<file path="config.mk">
export PLATFORM = sky130hd
export DESIGN_NAME = banded_rate_tilt_controller_core_flat
export DESIGN_NICKNAME = d
export VERILOG_FILES = /design/src/brtc_pkg.sv /design/src/brtc_if.sv /design/src/banded_rate_tilt_controller_core.sv /design/src/flat_wrapper.sv
export SDC_FILE = /design/constraint.sdc
export NUM_CORES = 1
export LEC_CHECK = 0
export ABC_AREA = 1
export BUFFER_PORTS_ARGS = -buffer_cell sky130_fd_sc_hd__buf_2
export CAP_MARGIN = 10
export CORE_AREA = 2 2 239 241
export CTS_CLUSTER_SIZE = 8
export DETAILED_ROUTE_END_ITERATION = 6
export DIE_AREA = 0 0 241 243
export PLACE_DENSITY_LB_ADDON = 0.15
export SLEW_MARGIN = 25
export SYNTH_ARGS = -nofsm -noshare
export SYNTH_HDL_FRONTEND = slang
export SYNTH_SLANG_ARGS = --single-unit
</file>
<file path="constraint.sdc">
create_clock -name clk -period 12.4 [get_ports clk]
set_input_delay 3.72 -clock clk [delete_from_list [all_inputs] [get_ports clk]]
set_output_delay 3.72 -clock clk [all_outputs]
set_load 0.005 [all_outputs]
</file>
<file path="src/brtc_pkg.sv">
// Package for the banded rate tilt controller: field widths, types,
// register indexes, band constants and the rate band lookup. No dependencies.
`timescale 1ns / 1ps
`default_nettype none

package brtc_pkg;

    localparam int DIST_W  = 12;
    localparam int CFG_W   = 8;
    localparam int TILT_W  = 9;
    localparam int ERR_W   = DIST_W + 1;
    localparam int BAND_W  = 5;
    localparam int DIFF_W  = DIST_W + 2;
    localparam int PROD_W  = 22;
    localparam int MAG_W   = PROD_W - 1;
    localparam int QUOT_W  = 18;
    localparam int RECIP_W = 22;

    // Division by five: floor(m / 5) == (m * ceil(2^24 / 5)) >> 24 for m < 2^22.
    localparam int                 DIV5_SHIFT = 24;
    localparam logic [RECIP_W-1:0] DIV5_RECIP = 22'd3355444;

    typedef logic [DIST_W-1:0]        dist_t;
    typedef logic [CFG_W-1:0]         cfg_data_t;
    typedef logic signed [TILT_W-1:0] tilt_t;
    typedef logic signed [ERR_W-1:0]  err_t;
    typedef logic signed [BAND_W-1:0] band_t;
    typedef logic signed [DIFF_W-1:0] diff_t;
    typedef logic signed [PROD_W-1:0] prod_t;

    typedef enum logic {
        CFG_GAIN       = 1'b0,
        CFG_TILT_LIMIT = 1'b1
    } cfg_index_t;

    localparam cfg_data_t GAIN_RESET  = 8'd5;
    localparam cfg_data_t LIMIT_RESET = 8'd30;

    localparam logic [ERR_W-1:0] BAND_EDGE_1 = 13'd20;
    localparam logic [ERR_W-1:0] BAND_EDGE_2 = 13'd40;
    localparam logic [ERR_W-1:0] BAND_EDGE_3 = 13'd60;
    localparam logic [ERR_W-1:0] BAND_EDGE_4 = 13'd80;

    localparam band_t RATE_BAND_1 = 5'sd5;
    localparam band_t RATE_BAND_2 = 5'sd8;
    localparam band_t RATE_BAND_3 = 5'sd11;
    localparam band_t RATE_BAND_4 = 5'sd15;

    // Rate target for a distance error, symmetric around zero.
    function automatic band_t band_of(input err_t e);
        logic [ERR_W-1:0] mag;
        band_t            r;
        mag = e[ERR_W-1] ? $unsigned(-e) : $unsigned(e);
        if (mag < BAND_EDGE_1)
            r = '0;
        else if (mag < BAND_EDGE_2)
            r = RATE_BAND_1;
        else if (mag < BAND_EDGE_3)
            r = RATE_BAND_2;
        else if (mag < BAND_EDGE_4)
            r = RATE_BAND_3;
        else
            r = RATE_BAND_4;
        return e[ERR_W-1] ? -r : r;
    endfunction

endpackage

`default_nettype wire

</file>
<file path="src/brtc_if.sv">
// Valid/ready channel interfaces for the banded rate tilt controller.
// Depends on brtc_pkg for the payload types.
`timescale 1ns / 1ps
`default_nettype none

interface brtc_in_if import brtc_pkg::*; ();
    logic  valid;
    logic  ready;
    dist_t distance;
    dist_t target_distance;

    modport source (output valid, output distance, output target_distance, input ready);
    modport sink   (input valid, input distance, input target_distance, output ready);
endinterface

interface brtc_out_if import brtc_pkg::*; ();
    logic  valid;
    logic  ready;
    tilt_t tilt;

    modport source (output valid, output tilt, input ready);
    modport sink   (input valid, input tilt, output ready);
endinterface

`default_nettype wire

</file>
<file path="src/banded_rate_tilt_controller_core.sv">
// Top level of the banded rate tilt controller: history, rate bands, gain,
// divide by five and clamp. Depends on brtc_pkg and the channels in brtc_if.
`timescale 1ns / 1ps
`default_nettype none

// The controller takes one distance beat per clock on the sample channel and
// returns one tilt beat on the result channel for each of them, in order. The
// result of an accepted beat moves through the pipeline registers in order and
// is taken when the result side holds ready high. There are three pipeline
// registers: the rate error, the gain product,
// and the divided and clamped tilt, which is also the output register. Each
// holds one beat, so one beat per cycle is sustained. The sample side only
// stalls when all three are full and the result side holds ready low. The last
// HISTORY_DEPTH distances are kept in a shift line. Until it has filled, the
// rate term is zero; afterwards it is the oldest minus the newest distance in
// the window. The distance error (target minus distance) selects a rate
// target of 0, 5, 8, 11 or 15 with its sign, and the tilt is the rate target
// minus the rate term, times gain, divided by five toward zero and clamped to
// plus or minus tilt_limit. The gain and tilt_limit registers come out of
// reset as 5 and 30 and are written through cfg_we, cfg_index and cfg_data;
// they must only be written while no beat is in flight.
module banded_rate_tilt_controller_core import brtc_pkg::*; #(
    parameter int HISTORY_DEPTH = 5
) (
    input  logic        clk,
    input  logic        rst_n,
    brtc_in_if.sink     sample,
    brtc_out_if.source  result,
    input  logic        cfg_we,
    input  cfg_index_t  cfg_index,
    input  cfg_data_t   cfg_data
);

    localparam int CNT_W = $clog2(HISTORY_DEPTH + 1);

    // Configuration registers.
    cfg_data_t gain_reg;
    cfg_data_t limit_reg;

    // Sample history and fill count.
    logic [CNT_W-1:0] count_reg;
    dist_t            hist_reg [HISTORY_DEPTH];

    // Pipeline registers.
    logic  s1_valid_reg;
    diff_t diff_reg;
    logic  s2_valid_reg;
    prod_t prod_reg;
    logic  out_valid_reg;
    tilt_t tilt_reg;

    // Stage advance chain: a stage may load when it is empty or its content moves on.
    logic adv_out;
    logic adv_s2;
    logic adv_s1;
    logic accept;

    assign adv_out      = !out_valid_reg || result.ready;
    assign adv_s2       = !s2_valid_reg || adv_out;
    assign adv_s1       = !s1_valid_reg || adv_s2;
    assign sample.ready = adv_s1;
    assign accept       = sample.valid && adv_s1;

    // Stage 1: rate term from the history and the banded rate target.
    logic  hist_full;
    err_t  err;
    err_t  rate_term;
    band_t band;
    diff_t diff_next;

    assign hist_full = (count_reg == CNT_W'(HISTORY_DEPTH));
    assign err       = $signed({1'b0, sample.target_distance}) - $signed({1'b0, sample.distance});
    // Once full, the window after the shift starts with the current second entry.
    assign rate_term = hist_full
        ? $signed({1'b0, hist_reg[1]}) - $signed({1'b0, sample.distance})
        : '0;
    assign band      = band_of(err);
    assign diff_next = DIFF_W'(band) - DIFF_W'(rate_term);

    // Stage 2: gain multiply, signed by unsigned.
    prod_t mul_a;
    prod_t mul_b;
    prod_t prod_next;

    assign mul_a     = PROD_W'(diff_reg);
    assign mul_b     = $signed(PROD_W'({1'b0, gain_reg}));
    assign prod_next = mul_a * mul_b;

    // Stage 3: divide the magnitude by five through a reciprocal multiply,
    // clamp it to the limit and restore the sign, which truncates toward zero.
    logic                     prod_neg;
    logic [MAG_W-1:0]         prod_mag;
    logic [MAG_W+RECIP_W-1:0] quot_wide;
    logic [QUOT_W-1:0]        quot;
    logic [CFG_W-1:0]         tilt_mag;
    tilt_t                    tilt_pos;
    tilt_t                    tilt_next;

    assign prod_neg  = prod_reg[PROD_W-1];
    assign prod_mag  = prod_neg ? MAG_W'($unsigned(-prod_reg)) : MAG_W'($unsigned(prod_reg));
    assign quot_wide = prod_mag * DIV5_RECIP;
    assign quot      = quot_wide[DIV5_SHIFT +: QUOT_W];
    assign tilt_mag  = (quot > QUOT_W'(limit_reg)) ? limit_reg : quot[CFG_W-1:0];
    assign tilt_pos  = $signed({1'b0, tilt_mag});
    assign tilt_next = prod_neg ? -tilt_pos : tilt_pos;

    assign result.valid = out_valid_reg;
    assign result.tilt  = tilt_reg;

    // Configuration writes.
    always_ff @(posedge clk or negedge rst_n)
    begin
        if (!rst_n)
        begin
            gain_reg  <= GAIN_RESET;
            limit_reg <= LIMIT_RESET;
        end
        else if (cfg_we)
        begin
            unique case (cfg_index)
                CFG_GAIN:       gain_reg  <= cfg_data;
                CFG_TILT_LIMIT: limit_reg <= cfg_data;
                default:        gain_reg  <= gain_reg;
            endcase
        end
    end

    // Fill count, saturating at the history depth.
    always_ff @(posedge clk or negedge rst_n)
    begin
        if (!rst_n)
            count_reg <= '0;
        else if (accept && !hist_full)
            count_reg <= count_reg + 1'b1;
    end

    // History entries: fill in order during warm-up, shift toward entry zero after.
    for (genvar i = 0; i < HISTORY_DEPTH; i++)
    begin : g_hist
        always_ff @(posedge clk)
        begin
            if (accept)
            begin
                if (!hist_full)
                begin
                    if (count_reg == CNT_W'(i))
                        hist_reg[i] <= sample.distance;
                end
                else
                begin
                    if (i == HISTORY_DEPTH - 1)
                        hist_reg[i] <= sample.distance;
                    else
                        hist_reg[i] <= hist_reg[(i + 1) % HISTORY_DEPTH];
                end
            end
        end
    end

    // Pipeline valid bits.
    always_ff @(posedge clk or negedge rst_n)
    begin
        if (!rst_n)
        begin
            s1_valid_reg  <= 1'b0;
            s2_valid_reg  <= 1'b0;
            out_valid_reg <= 1'b0;
        end
        else
        begin
            if (adv_s1)
                s1_valid_reg <= sample.valid;
            if (adv_s2)
                s2_valid_reg <= s1_valid_reg;
            if (adv_out)
                out_valid_reg <= s2_valid_reg;
        end
    end

    // Pipeline payload.
    always_ff @(posedge clk)
    begin
        if (accept)
            diff_reg <= diff_next;
        if (adv_s2 && s1_valid_reg)
            prod_reg <= prod_next;
        if (adv_out && s2_valid_reg)
            tilt_reg <= tilt_next;
    end

endmodule

`default_nettype wire

</file>
<file path="src/flat_wrapper.sv">
// flat-port wrapper written by rule: the top's interface ports become plain ports
module banded_rate_tilt_controller_core_flat import brtc_pkg::*;
#(
    parameter int HISTORY_DEPTH = 5
)
  (clk, rst_n, cfg_we, cfg_index, cfg_data, sample_valid, sample_distance, sample_target_distance, sample_ready, result_valid, result_tilt, result_ready);
  brtc_in_if sample_i ();
  brtc_out_if result_i ();
  input  logic clk;
  input  logic rst_n;
  input  logic cfg_we;
  input  cfg_index_t cfg_index;
  input  cfg_data_t cfg_data;
  input wire logic [$bits(sample_i.valid)-1:0] sample_valid;
  input wire logic [$bits(sample_i.distance)-1:0] sample_distance;
  input wire logic [$bits(sample_i.target_distance)-1:0] sample_target_distance;
  output wire logic [$bits(sample_i.ready)-1:0] sample_ready;
  output wire logic [$bits(result_i.valid)-1:0] result_valid;
  output wire logic [$bits(result_i.tilt)-1:0] result_tilt;
  input wire logic [$bits(result_i.ready)-1:0] result_ready;
  assign sample_i.valid = sample_valid;
  assign sample_i.distance = sample_distance;
  assign sample_i.target_distance = sample_target_distance;
  assign sample_ready = sample_i.ready;
  assign result_valid = result_i.valid;
  assign result_tilt = result_i.tilt;
  assign result_i.ready = result_ready;
  banded_rate_tilt_controller_core #(.HISTORY_DEPTH(HISTORY_DEPTH)) u_core (.clk(clk), .rst_n(rst_n), .sample(sample_i), .result(result_i), .cfg_we(cfg_we), .cfg_index(cfg_index), .cfg_data(cfg_data));
endmodule
</file>
==> flow_summary_export.csv, run 1 <==
group,metric,value,unit
outcome,outcome,"finished, final reports clean",
cells_and_area,nFillCells,5868,
sta,slew_headroom,37.06,%
grt,overflow,0,
critical_path,cpPeakStageDelay,0.60,ns
placed_design,place_inst,3118,
cts,ctsRootBufferMaster,"clkbuf_16",
cts,cts_tree,"done",
critical_path,slowest_stage,"xor2_1",
synthesis,synth_ff_type,"edfxtp_1",
placed_design,dp_slack,1.892,ns
critical_path,cp_common_cell,"inv_1",
synthesis,synth.mux.area_fraction,0,%
route,drt-initial-drc-count,660,
synthesis,avgSynthCellArea,8.265,um^2
cts,cts_sinks,115,
cells_and_area,final_cell_mix,"inv_1, nand2_1, ha_1",
cells_and_area,largest_reg_flops,48,
synthesis,synth_top_family_by_area,"adder cells",
sta,layout_setup_ws,1.876,ns
placed_design,port_buffers,48,
grt,grt_max_degree,53,
sta,timing.fmax,95.02,MHz
run,max-cap-violations,0,
placed_design,dp_hpwl,44.16,mm
critical_path,required,12.59,ns
sta,setup_violations,0,
floorplan,die_x,241,um
sta,rsz0062_at_grt,"false",
sta,final_max_slew_viol_count,0,
synthesis,synthesis.area,0.01938,mm^2
cts,cts.clk_slew.worst_paths,0.06,ns
synthesis,synth_compound_area_share,5.797,%
cts,cts_post_setup_buffers_inserted,0,
synthesis,synth_xor_area_share,4.435,%
critical_path,critPathCaptureType,"flop",
route,drt_first_pass_iters,7,
grt,grt_pass1_wl,82.41,mm
sta,holdWs,0.4633,ns
synthesis,synth_cells,2345,
route,drcViolationCount,0,
grt,grt_pass1_vias,15625,
cells_and_area,final_common_cell,"inv_1",
floorplan,rows,87,
critical_path,worst-path-max-fanout,10,
floorplan,io_pins,49,
placed_design,place_congestion,0.9479,
floorplan,die_h,243,um
sta,period_minus_slack,10.52,ns
worst_hold_path,holdCritPathClass,"reg -> reg",
floorplan,core,0.05595,mm^2
cells_and_area,fin_cells,3151,
route,drt-total-wl,49.99,mm
cts,cts_resized,0,
synthesis,yosys.cell_types.count,52,
critical_path,critPathKind,"reg -> reg",
worst_hold_path,min-delay-start,"u_core.s2_valid_reg",
synthesis,synth_edf_count,93,
critical_path,cp.arrival,10.71,ns
floorplan,initial_core_util,34.64,%
sta,tns,0,ns
sta,tightest_slew,0.9441,ns
synthesis,synthAdderAreaFrac,43.08,%
critical_path,r2r-start,"u_core.prod_reg[0]",
cells_and_area,area_growth,8.611,%
cts,insertion_delay,0.43,ns
route,wl_per_cell,15.87,um
route,drt-vias-per-instance,4.605,
cts,clockBufferDepth,2,
grt,antenna_found_initial,5,
cells_and_area,nets,2946,
route,via_count,14509,
sta,fin_crit_sh,84.87,%
floorplan,die_area,0.05856,mm^2
sta,finClkSkew,0.01226,ns
cts,htree_levels,4,
critical_path,startpoint,"u_core.prod_reg[0]",
cts,postCtsHoldBufs,0,
cts,cts_buffers,17,
route,ant_nets,0,
synthesis,synthSimpleGateAreaFrac,17.08,%
synthesis,ys_ff_latch,115,
synthesis,syn_nets,2910,
grt,track_usage,18.08,%
cells_and_area,layout-drive-gt1-share,6.349,%
critical_path,cp-start-kind,"flop",
synthesis,ys_seq_area_share,17.29,%
sta,hold_viol,0,
synthesis,yosysWarnings,0,
synthesis,ys_async_sr_fraction,19.13,%
-- cell families after synthesis --
| family | after synthesis |
|---|---|
| buf+inv | 635 |
| compound gates | 196 |
| simple gates | 776 |
| fa+ha+maj | 527 |
| flops | 115 |
| xor+xnor | 96 |
-- critical path, delay by kind of cell (launching register included) --
family	cells	cell delay [ns]
AOI/OAI and AO/OA	7	1.46
and+or+nand+nor	17	2.45
xor gates and xnor gates	3	0.93
adders and majority gates	11	4.09
DFF	1	0.53
buffers and inverters	11	0.83
-- final timing paths --
check / to / slack [ns] / cells past startpoint
worst min register to register: u_core.result.valid / 0.46 / 2
min in group asynchronous: u_core.limit_reg[5] / 3.25 / 1
worst max-delay path: u_core.result.tilt[4] / 1.88 / 49
max in group asynchronous: u_core.gain_reg[2] / 8.79 / 1
worst min-delay path: u_core.result.valid / 0.46 / 2
worst max register to register: u_core.result.tilt[4] / 1.88 / 49
-- cells in the mapped netlist (2+ instances only) --
| master | number | area, um^2 |
|---|---|---|
| nand2_2 | 18 | 112.6 |
| a21o_1 | 13 | 97.59 |
| o21bai_1 | 15 | 112.6 |
| nand3b_1 | 7 | 52.55 |
| edfxtp_1 | 93 | 2793 |
| xor2_1 | 63 | 551.8 |
| nand4_1 | 16 | 100.1 |
| o21ai_1 | 8 | 40.04 |
| nor3_1 | 16 | 80.08 |
| buf_1 | 3 | 11.26 |
| clkbuf_1 | 31 | 116.4 |
| a31oi_1 | 3 | 18.77 |
| nand3_1 | 81 | 405.4 |
| a21oi_2 | 4 | 35.03 |
| or2_2 | 3 | 18.77 |
| inv_1 | 588 | 2207 |
| a221oi_1 | 2 | 17.52 |
| o211ai_1 | 2 | 15.01 |
| nor4_1 | 3 | 18.77 |
| nor2_4 | 3 | 33.78 |
| inv_2 | 10 | 37.54 |
| buf_2 | 2 | 10.01 |
| ha_1 | 293 | 3666 |
| nor2_8 | 2 | 40.04 |
| o22ai_1 | 2 | 12.51 |
| nor2_1 | 122 | 457.9 |
| dfrtp_1 | 16 | 400.4 |
| and2_1 | 2 | 12.51 |
| nand2_1 | 484 | 1817 |
| o31ai_1 | 2 | 15.01 |
| xnor2_1 | 32 | 280.3 |
| o21ai_0 | 56 | 280.3 |
| a21oi_1 | 80 | 400.4 |
| dfstp_2 | 6 | 157.7 |
| a211oi_1 | 4 | 30.03 |
| fa_1 | 234 | 4684 |
| nor2_2 | 11 | 68.82 |
-- per-stage QoR --
step	util, %	cell area [um^2]
after detailed placement	36.59	20470
after global routing	37.62	21050
after floorplan	-	19380
after CTS	37.62	21050
after global placement	36.59	20470
final	37.62	21050
-- area by class of cell --
cell class / instances / area [um^2] / share of cell area, %
multi-input cells: 1595 / 13650 / 64.84
flip-flops and latches: 115 / 3351 / 15.92
inverters: 598 / 2245 / 10.66
well taps: 756 / 945.9 / 4.493
clock buffers: 17 / 425.4 / 2.021
repair buffers: 54 / 285.3 / 1.355
clock inverters: 15 / 147.6 / 0.7013
diodes: 1 / 2.502 / 0.01189
-- layer usage --
layer	vias to the layer above	global-route usage, %	wire, um
met5	-	0	53
met4	8	4.666	1148
met3	66	2.013	1340
met2	229	33.73	26140
met1	6927	21.78	21310
li1	7279	-	-
Power of run 1 is left out: the tool's default activity adds up to more than one toggle a clock period on the data nets, which glitch-free logic cannot reach.
==> run 2: changes to the inputs <==
clock period = 10 ns   (was 12.4 ns; I/O delays follow)
==> flow_summary_export.csv, run 2 (synthesis results as in run 1) <==
group,metric,value,unit
sta,tns,0,ns
placed_design,place_congestion,0.9257,
critical_path,required,10.17,ns
sta,tightest_slew,0.8542,ns
cts,cts_tree,"done",
cells_and_area,area_growth,10.90,%
floorplan,rows,87,
critical_path,critPathKind,"reg -> reg",
grt,antenna_found_initial,4,
floorplan,die_x,241,um
sta,final_max_slew_viol_count,0,
cells_and_area,final_common_cell,"inv_1",
sta,layout_setup_ws,0.5252,ns
route,met3WireLength,1.516,mm
sta,timing.fmax,105.5,MHz
route,ant_nets,0,
critical_path,cp_common_cell,"inv_1",
route,wl_per_cell,16.01,um
critical_path,worst-path-max-fanout,10,
cts,insertion_delay,0.42,ns
cts,htree_levels,4,
cts,cts.clk_slew.worst_paths,0.06,ns
route,met1Wirelength,21.79,mm
cts,ctsRootBufferMaster,"clkbuf_16",
sta,period_minus_slack,9.475,ns
outcome,outcome,"finished, final reports clean",
cts,cts_sinks,115,
floorplan,io_pins,49,
critical_path,cp-start-kind,"flop",
cells_and_area,largest_reg_flops,48,
critical_path,ff2ff_setup_slack,0.53,ns
critical_path,critPathCaptureType,"flop",
route,top_layer,"met5",
sta,hold_viol,0,
cts,cts_buffers,17,
critical_path,cp.arrival,9.65,ns
route,via_count,14705,
grt,track_usage,18.22,%
cts,clockBufferDepth,2,
route,drt-initial-drc-count,602,
critical_path,r2r-start,"u_core.prod_reg[2]",
grt,grt_pass1_vias,15777,
sta,slew_headroom,42.99,%
grt,overflow,0,
route,wl_met2,26.18,mm
placed_design,port_buffers,48,
sta,fin_crit_sh,94.75,%
floorplan,die_area,0.05856,mm^2
floorplan,core,0.05595,mm^2
floorplan,initial_core_util,34.64,%
cells_and_area,final_cell_mix,"inv_1, nand2_1, ha_1",
sta,finClkSkew,0.01153,ns
route,drt-total-wl,51.05,mm
sta,setup_violations,0,
run,max-cap-violations,0,
placed_design,dp_slack,0.1251,ns
sta,holdWs,0.4630,ns
worst_hold_path,holdPathStages,2,
critical_path,worst_r2r_endpoint,"u_core.result.tilt[6]",
critical_path,reg2reg_depth,47,
critical_path,slowest_stage,"fa_1",
placed_design,dp_hpwl,44.71,mm
grt,grt_pass1_wl,83.33,mm
floorplan,die_h,243,um
route,drt-vias-per-instance,4.613,
route,drcViolationCount,0,
grt,grt_max_degree,53,
critical_path,cpPeakStageDelay,0.54,ns
cells_and_area,nets,2984,
cells_and_area,layout-drive-gt1-share,9.255,%
route,drt_first_pass_iters,5,
cells_and_area,nFillCells,5834,
worst_hold_path,min-delay-start,"u_core.s2_valid_reg",
worst_hold_path,holdCritPathClass,"reg -> reg",
worst_hold_path,min_delay_worst_endpoint,"u_core.result.valid",
-- run 2: critical path, delay by kind of cell, from the launching register on --
family	cells	cell delay, ns
xor gates and xnor gates	1	0.49
AOI/OAI and AO/OA	6	0.83
buffers and inverters	8	0.59
adders and majority gates	10	4.02
DFF	1	0.43
and+or+nand+nor	22	2.85
-- run 2: how the worst max path moves through the flow --
stage,start,endpoint,depth (start not counted)
after floorplan,u_core.prod_reg[0],u_core.result.tilt[4],50
after detailed placement,u_core.prod_reg[0],u_core.result.tilt[4],51
after global placement,u_core.prod_reg[0],u_core.result.tilt[4],48
after CTS,u_core.prod_reg[0],u_core.result.tilt[4],51
after global routing,u_core.prod_reg[0],u_core.result.tilt[6],55
final,u_core.prod_reg[2],u_core.result.tilt[6],47
-- run 2: timing repair --
item / 4_1_cts / 5_1_grt
setup buffers: 0 / 12
hold buffers: 0 / 0
gates resized for setup: 0 / 44
endpoints found under the setup margin: 0 / 9
-- run 2: area by class of cell --
| cell class | instances | area (um^2) | area share, % |
|---|---|---|---|
| clock inverter | 13 | 103.9 | 0.4831 |
| antenna | 1 | 2.502 | 0.01164 |
| inverter | 598 | 2245 | 10.44 |
| multi-input combinational | 1595 | 13850 | 64.42 |
| tap | 756 | 945.9 | 4.401 |
| timing repair buffer | 92 | 570.5 | 2.654 |
| clock buffer | 18 | 429.2 | 1.997 |
| sequential | 115 | 3351 | 15.59 |
-- run 2: per-stage QoR --
step / util [%] / std cells / area (um^2)
global route: 38.42 / 3188 / 21490
finish: 38.42 / 3188 / 21490
global placement: 36.94 / 3144 / 20670
detailed placement: 36.94 / 3144 / 20670
CTS: 37.90 / 3175 / 21200
floorplan: - / 2345 / 19380
-- run 2: metal layers --
metal / vias to the layer above / GRT usage, %
li1: 7350 / -
met1: 7020 / 22.27
met2: 252 / 33.11
met3: 77 / 1.956
met4: 6 / 5.919
met5: - / 0
Power of run 2 is left out for the same reason.
==> run 3: changes to the inputs <==
--- a/config.mk
+++ b/config.mk
@@ -9,8 +9,8 @@
 export BUFFER_PORTS_ARGS = -buffer_cell sky130_fd_sc_hd__buf_2
 export CAP_MARGIN = 10
-export CORE_AREA = 2 2 239 241
+export CORE_AREA = 8 8 245 247
 export CTS_CLUSTER_SIZE = 8
 export DETAILED_ROUTE_END_ITERATION = 6
-export DIE_AREA = 0 0 241 243
+export DIE_AREA = 0 0 253 255
 export PLACE_DENSITY_LB_ADDON = 0.15
 export SLEW_MARGIN = 25
==> constraint.sdc (replaced) <==
create_clock -name clk -period 10 [get_ports clk]
set_input_delay 1 -clock clk [delete_from_list [all_inputs] [get_ports clk]]
set_output_delay 1 -clock clk [all_outputs]
set_load 0.005 [all_outputs]
==> flow_summary_export.csv, run 3 (synthesis results as in run 1) <==
group,metric,value,unit
sta,timing.fmax,105.4,MHz
grt,overflow,0,
cts,cts_sinks,115,
sta,setup_violations,0,
floorplan,die_h,255,um
placed_design,port_buffers,48,
critical_path,slowest_stage,"fa_1",
placed_design,place_inst,3141,
placed_design,place_congestion,0.9412,
grt,antenna_found_initial,2,
cells_and_area,final_common_cell,"inv_1",
cts,clockBufferDepth,2,
floorplan,die_area,0.06452,mm^2
floorplan,core,0.05595,mm^2
sta,slew_headroom,43.17,%
critical_path,cp.arrival,9.67,ns
grt,grt_pass1_wl,81.94,mm
grt,grt_pass1_vias,15830,
route,via_count,14703,
grt,track_usage,16.02,%
route,drt-initial-drc-count,688,
worst_hold_path,holdCritPathClass,"reg -> reg",
critical_path,cpPeakStageDelay,0.55,ns
cells_and_area,final_cell_mix,"inv_1, nand2_1, ha_1",
sta,finClkSkew,0.008354,ns
outcome,outcome,"finished, final reports clean",
cts,postCtsHoldBufs,0,
route,drt-vias-per-instance,4.621,
floorplan,io_pins,49,
cts,insertion_delay,0.42,ns
sta,layout_setup_ws,0.5112,ns
route,wl_per_cell,15.80,um
critical_path,critPathCaptureType,"flop",
floorplan,die_x,253,um
route,drt_first_pass_iters,5,
critical_path,worst-path-max-fanout,10,
cells_and_area,nFillCells,5854,
cells_and_area,nets,2978,
placed_design,dp_hpwl,44.52,mm
cells_and_area,area_growth,10.44,%
cells_and_area,regArea,0.003351,mm^2
cells_and_area,diodes,0,
cells_and_area,fin_cells,3182,
cts,cts_buffers,17,
critical_path,required,10.18,ns
floorplan,initial_core_util,34.64,%
sta,period_minus_slack,9.489,ns
sta,tns,0,ns
placed_design,dp_slack,0.1985,ns
cts,ctsRootBufferMaster,"clkbuf_16",
route,drcViolationCount,0,
sta,tightest_slew,0.8516,ns
cells_and_area,layout-drive-gt1-share,8.574,%
floorplan,rows,87,
route,drt-total-wl,50.27,mm
sta,hold_viol,0,
cts,cts_tree,"done",
cells_and_area,multiInputGateArea,0.01380,mm^2
route,ant_nets,0,
critical_path,critPathKind,"reg -> reg",
cells_and_area,largest_reg_flops,48,
cts,htree_levels,4,
critical_path,cp_common_cell,"inv_1",
grt,grt_max_degree,52,
sta,final_max_slew_viol_count,0,
run,max-cap-violations,0,
cells_and_area,final_util,38.26,%
critical_path,cp-start-kind,"flop",
cts,cts.clk_slew.worst_paths,0.06,ns
sta,fin_crit_sh,94.89,%
run 3: cell types whose count changed in the layout (fill, tap and decap cells not counted), moves of 3 or more:
cell,previous run,this run
nand2_2,23,20
nand2_1,479,482
buf_4,44,38
ha_1,286,289
nor2_1,117,120
run 3: layer usage:
layer / vias up / global-route usage [%] / share of wire [%]
met5: - / 0 / 0.050
met4: 4 / 4.536 / 2.5
met3: 69 / 1.756 / 2.9
met2: 242 / 30.27 / 52
met1: 7053 / 18.99 / 43
li1: 7335 / - / -
run 3: timing repair:
action / CTS / global route
buffers inserted: 0 / 9
resized for setup: 0 / 34
endpoints found under the setup margin: 0 / 8
run 3: per-stage QoR:
stage	cell area (um^2)	hold WS (ns)
final	21410	0.4616
after global routing	21410	0.5170
after CTS	21180	0.4665
after detailed placement	20650	0.4526
after global placement	20640	0.4487
after floorplan	19380	0.4332
run 3: worst paths after layout:
path / cells past startpoint / end / startpoint / slack [ns]
setup / recovery: 49 / u_core.result.tilt[6] / u_core.prod_reg[0] / 0.51
hold / removal: 2 / u_core.result.valid / u_core.s2_valid_reg / 0.46
setup reg to reg: 49 / u_core.result.tilt[6] / u_core.prod_reg[0] / 0.51
hold reg to reg: 2 / u_core.result.valid / u_core.s2_valid_reg / 0.46
max in group asynchronous: 1 / u_core.gain_reg[0] / rst_n / 9.09
min in group asynchronous: 1 / u_core.limit_reg[5] / rst_n / 0.55
run 3: final cells by class:
type                       count  share of cell area [%]
multi-input combinational   1595                   64.48
sequential                   115                   15.65
inverter                     598                   10.49
tap                          756                   4.419
timing repair buffer          86                   2.455
clock buffer                  18                   2.005
clock inverter                14                  0.5027
run 3: worst max-delay path: cells and delay by family, from the launching register on:
| family | cells | cell delay (ns) |
|---|---|---|
| xor gates and xnor gates | 1 | 0.22 |
| DFF | 1 | 0.40 |
| adders and majority gates | 10 | 4.06 |
| AOI/OAI and AO/OA | 4 | 0.46 |
| buffers and inverters | 11 | 1.05 |
| and+or+nand+nor | 23 | 3.05 |
Power of run 3 is left out for the same reason.
